$ cat src/design/ffa_pkg.sv
// Shared codes and controller/datapath interface types of the allocator.
package ffa_pkg;

  localparam int unsigned HEADER_BYTES = 8;

  localparam logic [2:0] ST_REUSED  = 3'd0;
  localparam logic [2:0] ST_NEW     = 3'd1;
  localparam logic [2:0] ST_ZERO    = 3'd2;
  localparam logic [2:0] ST_OOM     = 3'd3;
  localparam logic [2:0] ST_FREED   = 3'd4;
  localparam logic [2:0] ST_NULL    = 3'd5;
  localparam logic [2:0] ST_UNKNOWN = 3'd6;
  localparam logic [2:0] ST_FULL    = 3'd7;

  typedef struct packed {
    logic       load;
    logic       ptr_top;
    logic       ptr_clr;
    logic       ptr_dec;
    logic       ptr_inc;
    logic       fo_rd;
    logic       fo_rd_next;
    logic       blk_rd;
    logic       blk_rd_idx;
    logic       take;
    logic       shift_wr;
    logic       fc_dec;
    logic       push;
    logic       bump_new;
    logic       res_we;
    logic       res_reused;
    logic [2:0] res_status;
  } cmd_t;

  typedef struct packed {
    logic is_free_op;
    logic req_zero;
    logic addr_null;
    logic fc_zero;
    logic bc_zero;
    logic ptr_zero;
    logic fits;
    logic more_after_ptr;
    logic more_after_next;
    logic match;
    logic reject_free;
    logic lookup_last;
    logic oom;
    logic full;
  } sts_t;

endpackage

$ cat src/design/ffa_ctrl.sv
// Sequencer of the allocator: steps the free-list scan, list shifting and table lookup.
module ffa_ctrl (
  input  logic          clk_i,
  input  logic          rst_ni,
  input  logic          in_valid_i,
  output logic          in_ready_o,
  output logic          out_valid_o,
  input  logic          out_ready_i,
  input  ffa_pkg::sts_t sts_i,
  output ffa_pkg::cmd_t cmd_o
);

  localparam logic [3:0] S_IDLE = 4'd0;
  localparam logic [3:0] S_DISP = 4'd1;
  localparam logic [3:0] S_AFO  = 4'd2;
  localparam logic [3:0] S_ASZ  = 4'd3;
  localparam logic [3:0] S_ACMP = 4'd4;
  localparam logic [3:0] S_SHRD = 4'd5;
  localparam logic [3:0] S_SHWR = 4'd6;
  localparam logic [3:0] S_BUMP = 4'd7;
  localparam logic [3:0] S_LRD  = 4'd8;
  localparam logic [3:0] S_LCMP = 4'd9;

  logic [3:0] state_q, state_d;
  logic       out_valid_q, out_valid_d;

  assign in_ready_o  = (state_q == S_IDLE) && !out_valid_q;
  assign out_valid_o = out_valid_q;

  always_comb begin
    state_d     = state_q;
    out_valid_d = out_valid_q;
    cmd_o       = '0;
    if (out_valid_q && out_ready_i) begin
      out_valid_d = 1'b0;
    end
    unique case (state_q)
      S_IDLE: begin
        if (in_valid_i && in_ready_o) begin
          cmd_o.load = 1'b1;
          state_d    = S_DISP;
        end
      end
      S_DISP: begin
        if (!sts_i.is_free_op) begin
          if (sts_i.req_zero) begin
            cmd_o.res_we     = 1'b1;
            cmd_o.res_status = ffa_pkg::ST_ZERO;
            state_d          = S_IDLE;
          end else if (sts_i.fc_zero) begin
            state_d = S_BUMP;
          end else begin
            // The list is kept with its front at the highest slot.
            cmd_o.ptr_top = 1'b1;
            state_d       = S_AFO;
          end
        end else begin
          if (sts_i.addr_null) begin
            cmd_o.res_we     = 1'b1;
            cmd_o.res_status = ffa_pkg::ST_NULL;
            state_d          = S_IDLE;
          end else if (sts_i.bc_zero) begin
            cmd_o.res_we     = 1'b1;
            cmd_o.res_status = ffa_pkg::ST_UNKNOWN;
            state_d          = S_IDLE;
          end else begin
            cmd_o.ptr_clr = 1'b1;
            state_d       = S_LRD;
          end
        end
      end
      S_AFO: begin
        cmd_o.fo_rd = 1'b1;
        state_d     = S_ASZ;
      end
      S_ASZ: begin
        cmd_o.blk_rd     = 1'b1;
        cmd_o.blk_rd_idx = 1'b1;
        state_d          = S_ACMP;
      end
      S_ACMP: begin
        if (sts_i.fits) begin
          cmd_o.take       = 1'b1;
          cmd_o.res_we     = 1'b1;
          cmd_o.res_reused = 1'b1;
          cmd_o.res_status = ffa_pkg::ST_REUSED;
          if (sts_i.more_after_ptr) begin
            state_d = S_SHRD;
          end else begin
            cmd_o.fc_dec = 1'b1;
            state_d      = S_IDLE;
          end
        end else if (sts_i.ptr_zero) begin
          state_d = S_BUMP;
        end else begin
          cmd_o.ptr_dec = 1'b1;
          state_d       = S_AFO;
        end
      end
      S_SHRD: begin
        cmd_o.fo_rd      = 1'b1;
        cmd_o.fo_rd_next = 1'b1;
        state_d          = S_SHWR;
      end
      S_SHWR: begin
        cmd_o.shift_wr = 1'b1;
        cmd_o.ptr_inc  = 1'b1;
        if (sts_i.more_after_next) begin
          state_d = S_SHRD;
        end else begin
          cmd_o.fc_dec = 1'b1;
          state_d      = S_IDLE;
        end
      end
      S_BUMP: begin
        cmd_o.res_we = 1'b1;
        if (sts_i.oom) begin
          cmd_o.res_status = ffa_pkg::ST_OOM;
        end else if (sts_i.full) begin
          cmd_o.res_status = ffa_pkg::ST_FULL;
        end else begin
          cmd_o.bump_new   = 1'b1;
          cmd_o.res_status = ffa_pkg::ST_NEW;
        end
        state_d = S_IDLE;
      end
      S_LRD: begin
        cmd_o.blk_rd = 1'b1;
        state_d      = S_LCMP;
      end
      S_LCMP: begin
        if (sts_i.match) begin
          cmd_o.res_we = 1'b1;
          if (sts_i.reject_free) begin
            cmd_o.res_status = ffa_pkg::ST_UNKNOWN;
          end else begin
            cmd_o.push       = 1'b1;
            cmd_o.res_status = ffa_pkg::ST_FREED;
          end
          state_d = S_IDLE;
        end else if (sts_i.lookup_last) begin
          cmd_o.res_we     = 1'b1;
          cmd_o.res_status = ffa_pkg::ST_UNKNOWN;
          state_d          = S_IDLE;
        end else begin
          cmd_o.ptr_inc = 1'b1;
          state_d       = S_LRD;
        end
      end
      default: begin
        state_d = S_IDLE;
      end
    endcase
    if (cmd_o.res_we) begin
      out_valid_d = 1'b1;
    end
  end

  always_ff @(posedge clk_i or negedge rst_ni) begin
    if (!rst_ni) begin
      state_q     <= S_IDLE;
      out_valid_q <= 1'b0;
    end else begin
      state_q     <= state_d;
      out_valid_q <= out_valid_d;
    end
  end

endmodule

$ cat src/design/ffa_dpath.sv
// Datapath of the allocator: block table, free list memory, counters and result register.
module ffa_dpath #(
  parameter int unsigned HEAP_BYTES = 1048576,
  parameter int unsigned MAX_BLOCKS = 64
) (
  input  logic          clk_i,
  input  logic          rst_ni,
  input  logic          cfg_we_i,
  input  logic [31:0]   cfg_wdata_i,
  input  logic          opcode_i,
  input  logic [31:0]   request_size_i,
  input  logic [31:0]   block_address_i,
  input  ffa_pkg::cmd_t cmd_i,
  output ffa_pkg::sts_t sts_o,
  output logic [31:0]   result_address_o,
  output logic [2:0]    status_o
);

  localparam int unsigned OFS_W = $clog2(HEAP_BYTES + 1);
  localparam int unsigned IDX_W = (MAX_BLOCKS > 1) ? $clog2(MAX_BLOCKS) : 1;
  localparam int unsigned CNT_W = $clog2(MAX_BLOCKS + 1);
  localparam int unsigned P_W   = CNT_W + 1;

  logic [OFS_W-1:0] off_mem  [MAX_BLOCKS];
  logic [OFS_W-1:0] size_mem [MAX_BLOCKS];
  logic [IDX_W-1:0] fo_mem   [MAX_BLOCKS];
  logic [MAX_BLOCKS-1:0] is_free_q;

  logic [31:0]      kend_q;
  logic             op_q;
  logic [32:0]      size_q;
  logic [31:0]      addr_q;
  logic [IDX_W-1:0] ptr_q;
  logic [CNT_W-1:0] bc_q, fc_q;
  logic [OFS_W-1:0] bump_q;
  logic [IDX_W-1:0] fo_rd_q;
  logic [OFS_W-1:0] off_rd_q, size_rd_q;
  logic [31:0]      res_addr_q;
  logic [2:0]       res_status_q;

  logic [31:0]      base;
  logic [31:0]      tgt;
  logic [P_W-1:0]   ptr_p1, ptr_p2;
  logic [33:0]      bump_end;
  logic [IDX_W-1:0] fo_raddr, blk_raddr, fo_waddr, fo_wdata;
  logic [IDX_W-1:0] bc_idx;

  assign base     = (kend_q + 32'd3) & ~32'd3;
  assign tgt      = addr_q - base - 32'(ffa_pkg::HEADER_BYTES);
  assign ptr_p1   = P_W'(ptr_q) + P_W'(1);
  assign ptr_p2   = P_W'(ptr_q) + P_W'(2);
  assign bump_end = 34'(bump_q) + 34'(ffa_pkg::HEADER_BYTES) + 34'(size_q);
  assign bc_idx   = bc_q[IDX_W-1:0];

  assign fo_raddr  = cmd_i.fo_rd_next ? IDX_W'(ptr_p1) : ptr_q;
  assign blk_raddr = cmd_i.blk_rd_idx ? fo_rd_q : ptr_q;
  assign fo_waddr  = cmd_i.push ? fc_q[IDX_W-1:0] : ptr_q;
  assign fo_wdata  = cmd_i.push ? ptr_q : fo_rd_q;

  always_comb begin
    sts_o.is_free_op      = op_q;
    sts_o.req_zero        = (size_q == 33'd0);
    sts_o.addr_null       = (addr_q == 32'd0);
    sts_o.fc_zero         = (fc_q == '0);
    sts_o.bc_zero         = (bc_q == '0);
    sts_o.ptr_zero        = (ptr_q == '0);
    sts_o.fits            = (33'(size_rd_q) >= size_q);
    sts_o.more_after_ptr  = (ptr_p1 < P_W'(fc_q));
    sts_o.more_after_next = (ptr_p2 < P_W'(fc_q));
    sts_o.match           = (tgt[31:OFS_W] == '0) && (tgt[OFS_W-1:0] == off_rd_q);
    sts_o.reject_free     = is_free_q[ptr_q] || (fc_q == CNT_W'(MAX_BLOCKS));
    sts_o.lookup_last     = (ptr_p1 >= P_W'(bc_q));
    sts_o.oom             = (bump_end > 34'(HEAP_BYTES));
    sts_o.full            = (bc_q == CNT_W'(MAX_BLOCKS));
  end

  // Memories: one write and one registered read port each.
  always_ff @(posedge clk_i) begin
    if (cmd_i.fo_rd) begin
      fo_rd_q <= fo_mem[fo_raddr];
    end
    if (cmd_i.shift_wr || cmd_i.push) begin
      fo_mem[fo_waddr] <= fo_wdata;
    end
    if (cmd_i.blk_rd) begin
      off_rd_q  <= off_mem[blk_raddr];
      size_rd_q <= size_mem[blk_raddr];
    end
    if (cmd_i.bump_new) begin
      off_mem[bc_idx]  <= bump_q;
      size_mem[bc_idx] <= size_q[OFS_W-1:0];
    end
  end

  always_ff @(posedge clk_i) begin
    if (cmd_i.load) begin
      op_q   <= opcode_i;
      // A zero request stays zero; rounding is carried in 33 bits.
      size_q <= (33'(request_size_i) + 33'd3) & ~33'd3;
      addr_q <= block_address_i;
    end
    if (cmd_i.res_we) begin
      res_status_q <= cmd_i.res_status;
      if (cmd_i.res_reused) begin
        res_addr_q <= base + 32'(off_rd_q) + 32'(ffa_pkg::HEADER_BYTES);
      end else if (cmd_i.bump_new) begin
        res_addr_q <= base + 32'(bump_q) + 32'(ffa_pkg::HEADER_BYTES);
      end else begin
        res_addr_q <= 32'd0;
      end
    end
  end

  always_ff @(posedge clk_i or negedge rst_ni) begin
    if (!rst_ni) begin
      kend_q    <= 32'd0;
      ptr_q     <= '0;
      bc_q      <= '0;
      fc_q      <= '0;
      bump_q    <= '0;
      is_free_q <= '0;
    end else begin
      if (cfg_we_i) begin
        kend_q <= cfg_wdata_i;
      end
      if (cmd_i.ptr_top) begin
        ptr_q <= IDX_W'(fc_q - CNT_W'(1));
      end else if (cmd_i.ptr_clr) begin
        ptr_q <= '0;
      end else if (cmd_i.ptr_dec) begin
        ptr_q <= ptr_q - IDX_W'(1);
      end else if (cmd_i.ptr_inc) begin
        ptr_q <= IDX_W'(ptr_p1);
      end
      if (cmd_i.take) begin
        is_free_q[fo_rd_q] <= 1'b0;
      end
      if (cmd_i.fc_dec) begin
        fc_q <= fc_q - CNT_W'(1);
      end
      if (cmd_i.push) begin
        is_free_q[ptr_q] <= 1'b1;
        fc_q             <= fc_q + CNT_W'(1);
      end
      if (cmd_i.bump_new) begin
        is_free_q[bc_idx] <= 1'b0;
        bc_q              <= bc_q + CNT_W'(1);
        bump_q            <= OFS_W'(bump_end);
      end
    end
  end

  assign result_address_o = res_addr_q;
  assign status_o         = res_status_q;

endmodule

$ cat src/design/first_fit_free_list_allocator.sv
// Zero-size, null and empty-table requests are answered from the dispatch state; an allocate
// with an empty free list goes to the bump step; otherwise an allocate reads and compares each
// free-list entry visited (bump step if none fits), and a free compares each block-table entry.
// Throughput: one item at a time; the next beat is taken once the result beat has left and any
// shift after a reuse is done.
// Reset (rst_ni, asynchronous): empty table and free list, bump pointer and base at zero.
module first_fit_free_list_allocator #(
  parameter int unsigned HEAP_BYTES = 1048576,
  parameter int unsigned MAX_BLOCKS = 64
) (
  input  logic        clk_i,
  input  logic        rst_ni,
  input  logic        cfg_we_i,
  input  logic [31:0] cfg_wdata_i,
  input  logic        in_valid_i,
  output logic        in_ready_o,
  input  logic        opcode_i,
  input  logic [31:0] request_size_i,
  input  logic [31:0] block_address_i,
  output logic        out_valid_o,
  input  logic        out_ready_i,
  output logic [31:0] result_address_o,
  output logic [2:0]  status_o
);

  ffa_pkg::cmd_t cmd;
  ffa_pkg::sts_t sts;

  ffa_ctrl u_ctrl (
    .clk_i       (clk_i),
    .rst_ni      (rst_ni),
    .in_valid_i  (in_valid_i),
    .in_ready_o  (in_ready_o),
    .out_valid_o (out_valid_o),
    .out_ready_i (out_ready_i),
    .sts_i       (sts),
    .cmd_o       (cmd)
  );

  ffa_dpath #(
    .HEAP_BYTES (HEAP_BYTES),
    .MAX_BLOCKS (MAX_BLOCKS)
  ) u_dpath (
    .clk_i            (clk_i),
    .rst_ni           (rst_ni),
    .cfg_we_i         (cfg_we_i),
    .cfg_wdata_i      (cfg_wdata_i),
    .opcode_i         (opcode_i),
    .request_size_i   (request_size_i),
    .block_address_i  (block_address_i),
    .cmd_i            (cmd),
    .sts_o            (sts),
    .result_address_o (result_address_o),
    .status_o         (status_o)
  );

endmodule

$ cat config.mk
export PLATFORM = sky130hd
export DESIGN_NAME = first_fit_free_list_allocator
export DESIGN_NICKNAME = d
export VERILOG_FILES = /design/src/design/ffa_pkg.sv /design/src/design/ffa_ctrl.sv /design/src/design/ffa_dpath.sv /design/src/design/first_fit_free_list_allocator.sv
export SDC_FILE = /design/constraint.sdc
export NUM_CORES = 2
export LEC_CHECK = 0
export BUFFER_PORTS_ARGS = -buffer_cell sky130_fd_sc_hd__buf_2
export CAP_MARGIN = 20
export CORE_MARGIN = 2
export CORE_UTILIZATION = 47
export CTS_BUF_LIST = sky130_fd_sc_hd__clkbuf_8 sky130_fd_sc_hd__clkbuf_16
export CTS_CLUSTER_DIAMETER = 80
export DETAILED_ROUTE_END_ITERATION = 16
export SYNTH_ARGS = -nofsm -noshare
export SYNTH_HDL_FRONTEND = slang
export SYNTH_SLANG_ARGS = --single-unit
$ cat constraint.sdc
create_clock -name clk_i -period 12.8 [get_ports clk_i]
set_input_delay 1.92 -clock clk_i [delete_from_list [all_inputs] [get_ports clk_i]]
set_output_delay 1.92 -clock clk_i [all_outputs]
set_load 0.01 [all_outputs]
==> run summary <==
Slew at the pin closest to its max-slew limit = 1.26 ns
Row cnt = 192
Top-area cell type share of the netlist area = 0.686
Hold Path Class = reg -> reg
Worst Hold Depth = 1
CTS Buf Count = 328
DRT Pass-1 Iters = 6
Psw = 0.0100 W
Setup Skew = 0.0393 ns
Final Instance Area = 0.146 sq mm
Critical path required time = 13.30 ns
Clk network pwr share = 0.306
Fillers = 21,389
Peak Freq = 117 MHz
R2R depth = 20
Detailed-route via count = 70,784
Worst skew pair latency = 0.88 ns
Unrepaired setup endpoints after global routing = no
Minimum clock period = 8.52 ns
Wire length on met1 = 147,000 um
Synth Instances = 7,164
Met3 Wirelength = 29,700 um
CP startpoint kind = register
Fin. Hold Viols = 0
Max Used Layer = met4
P&R area growth vs syn = 12.8%
Pwr/cell area = 205 mW/mm^2
Worst Setup End Kind = register
Die area = 0.279 sq mm
Clock root buffer = clkbuf_16
Top cells by area, synth = edfxtp_1 (69%), mux4_2 (13%), dfrtp_1 (2.7%)
Post-route ant nets = 0
Mean routed wirelength per cell = 31.9 um
Fin crit share = 0.666
Internal Power = 0.0198 W
GR Util All Layers = 0.256
Final setup fails = 0
H-tree depth = 5
Initial antenna violation count = 24
Synth Cell Area = 0.129 sq mm
Setup bufs post-CTS = 0
Setup TNS = 0 ns
Chip height = 529 um
DR WL met2 = 170,000 um
Layout cell share with drive strength beyond 1 = 0.227
Vias in the first global route = 70,551
Slowest-stage cell, CP = or4_4
Worst ir drop on vdd = 0.208 mV
Comb pwr share = 0.306
Critical-path cell list = buf_4, ha_1, and3_1, nand2_1, or2_2, nor2_1, xor2_1, ha_1, and3_1, a221o_1, o21ai_0, nor2_1, nor3_1, o221ai_1, or4b_1, or4_4, nor2_8, nand3_2, nor2_4, buf_4
Initial DRC count = 8,919
Grt total ovfl = 0
Sequential area share after synthesis = 0.713
Vias per cell = 6.25
Cts hold-fix bufs = 0
Max_slew headroom = 0.158
Largest net degree at the start of global routing = 140
Post-place instance area = 0.136 sq mm
Max-Cap Viols = 0
Main flop type after synthesis = edfxtp_1
Post-synth ARST share = 0.0452
Status = completed
TritonCTS clock tree = done
Worst endpoint data arrival time = 9.02 ns
DIE WIDTH = 529 um
Core Util, Final = 0.533
CP max stage delay = 0.88 ns
EDFF count, synth = 2,957
Crit path kind = reg -> reg
Total Power = 0.0299 W
Clk pin slew, worst setup/hold paths = 0.06 ns
Initial Utilization = 0.473
Pins Over Slew Limit = 0
Seq pwr share = 0.388
Distinct cells, synth = 95
First-pass GRT wire length = 513,000 um
Routability Congestion = 0.938
Most frequent cells in the layout = edfxtp_1 (2,957), mux4_2 (755), nand2_1 (508)
IO Count = 139
Clk sink count = 3,097
Final nets = 7,782
Worst-path maximum fanout = 49
Detailed Route WL = 361,000 um
CTS resizes = 0
Final HPWL DP = 217,000 um
Cell taking the most area after synthesis = edfxtp_1
CTS max path bufs = 4
Seq cells post-synth = 3,097
IO Port Bufs = 136
Syn Area/Cell = 18.1 sq um
Sw frac = 0.335
Commonest non-fill, non-tap cell in the layout = edfxtp_1
Synth Warn # = 0
Core box area = 0.274 sq mm
DR DRC count = 0
Leakage = 43.6 nW
[area by class of cell]
class / instances / area [sq um] / share of cell area
diodes: 4 / 10.0 / 0.0000686
flip-flops and latches: 3097 / 92300 / 0.633
well taps: 3589 / 4490 / 0.0308
multi-input cells: 3505 / 35700 / 0.244
clock inverters: 242 / 1680 / 0.0115
inverters: 178 / 669 / 0.00459
repair buffers: 361 / 2540 / 0.0174
clock buffers: 346 / 8590 / 0.0589
[worst paths after layout]
kind                                                     end  slack, ns                          start
setup / recovery           u_dpath.off_mem[62][13]$_DFFE_PP_       4.28  u_dpath.bump_q[3]$_DFFE_PN0P_
hold / removal                   u_dpath.bc_q[6]$_DFFE_PN0P_       0.49    u_dpath.bc_q[6]$_DFFE_PN0P_
setup reg to reg           u_dpath.off_mem[62][13]$_DFFE_PP_       4.28  u_dpath.bump_q[3]$_DFFE_PN0P_
hold reg to reg                  u_dpath.bc_q[6]$_DFFE_PN0P_       0.49    u_dpath.bc_q[6]$_DFFE_PN0P_
max in group asynchronous    u_dpath.is_free_q[44]$_DFF_PN0_       9.97                         rst_ni
min in group asynchronous      u_dpath.kend_q[9]$_DFFE_PN0P_       0.99                         rst_ni
[worst max-delay path, delay by kind of cell (launching register included)]
| kind | cells | cell delay, ns |
|---|---|---|
| AOI/OAI and AO/OA | 3 | 0.88 |
| xor gates and xnor gates | 1 | 0.08 |
| buffers and inverters | 2 | 1.01 |
| DFF | 1 | 0.67 |
| adders and majority gates | 2 | 0.75 |
| and+or+nand+nor | 12 | 4.60 |
[synth_stat cells, types with 59 or more instances]
| cell | n |
|---|---|
| clkbuf_1 | 273 |
| nor2_1 | 250 |
| ha_1 | 206 |
| a21oi_1 | 212 |
| a311oi_1 | 88 |
| o21ai_0 | 93 |
| dfrtp_1 | 140 |
| xnor2_1 | 121 |
| edfxtp_1 | 2957 |
| a31oi_1 | 146 |
| nand3_1 | 103 |
| a211oi_1 | 169 |
| mux4_2 | 755 |
| and2_1 | 155 |
| inv_1 | 177 |
| nand2_1 | 508 |
| a21boi_0 | 59 |
| xor2_1 | 59 |
[routing by layer]
metal  track usage  up-vias
li1              -    29659
met1         0.357    37377
met2         0.403     3122
met3        0.0503      626
met4        0.0886        0
met5             0        -
[through the flow]
step	cells	setup WS (ns)	hold slack, ns
floorplan	7165	5.07	0.460
global placement	10713	4.16	0.480
detailed placement	10715	4.32	0.481
CTS	11303	4.29	0.491
global route	11319	3.83	0.504
finish	11322	4.28	0.490
[cells by family (layout without fill, tap and decap cells)]
family                     count (synthesis)  after routing  share of synthesized area
other                                      1              6                  0.0000290
AOI/OAI and AO/OA                        987            987                     0.0517
DFF                                     3097           3097                      0.713
muxes                                    817            817                      0.137
buffers and inverters                    563           1127                     0.0170
adders and majority gates                209            209                     0.0204
xor gates and xnor gates                 180            180                     0.0122
and+or+nand+nor                         1310           1310                     0.0488
[power groups by stage]
stage	combinational (W)	clock (W)	sequential, W
finish	0.00913	0.00914	0.0116
global route	0.00967	0.00965	0.0116
CTS	0.00915	0.00927	0.0116
detailed placement	0.00913	0	0.0118
floorplan	0.00561	0	0.0118
global placement	0.00906	0	0.0118
[registers in the layout, summed over array words and instances, names as in the netlist, 30 cells and up]
name / cells
u_dpath.off_mem: 1216
u_dpath.size_mem: 1216
u_dpath.fo_mem: 384
u_dpath.is_free_q: 64
u_dpath.addr_q: 32
u_dpath.kend_q: 32
u_dpath.size_q: 31
u_dpath.result_address_o: 30
Note: power is estimated with default switching activity, not from simulation.
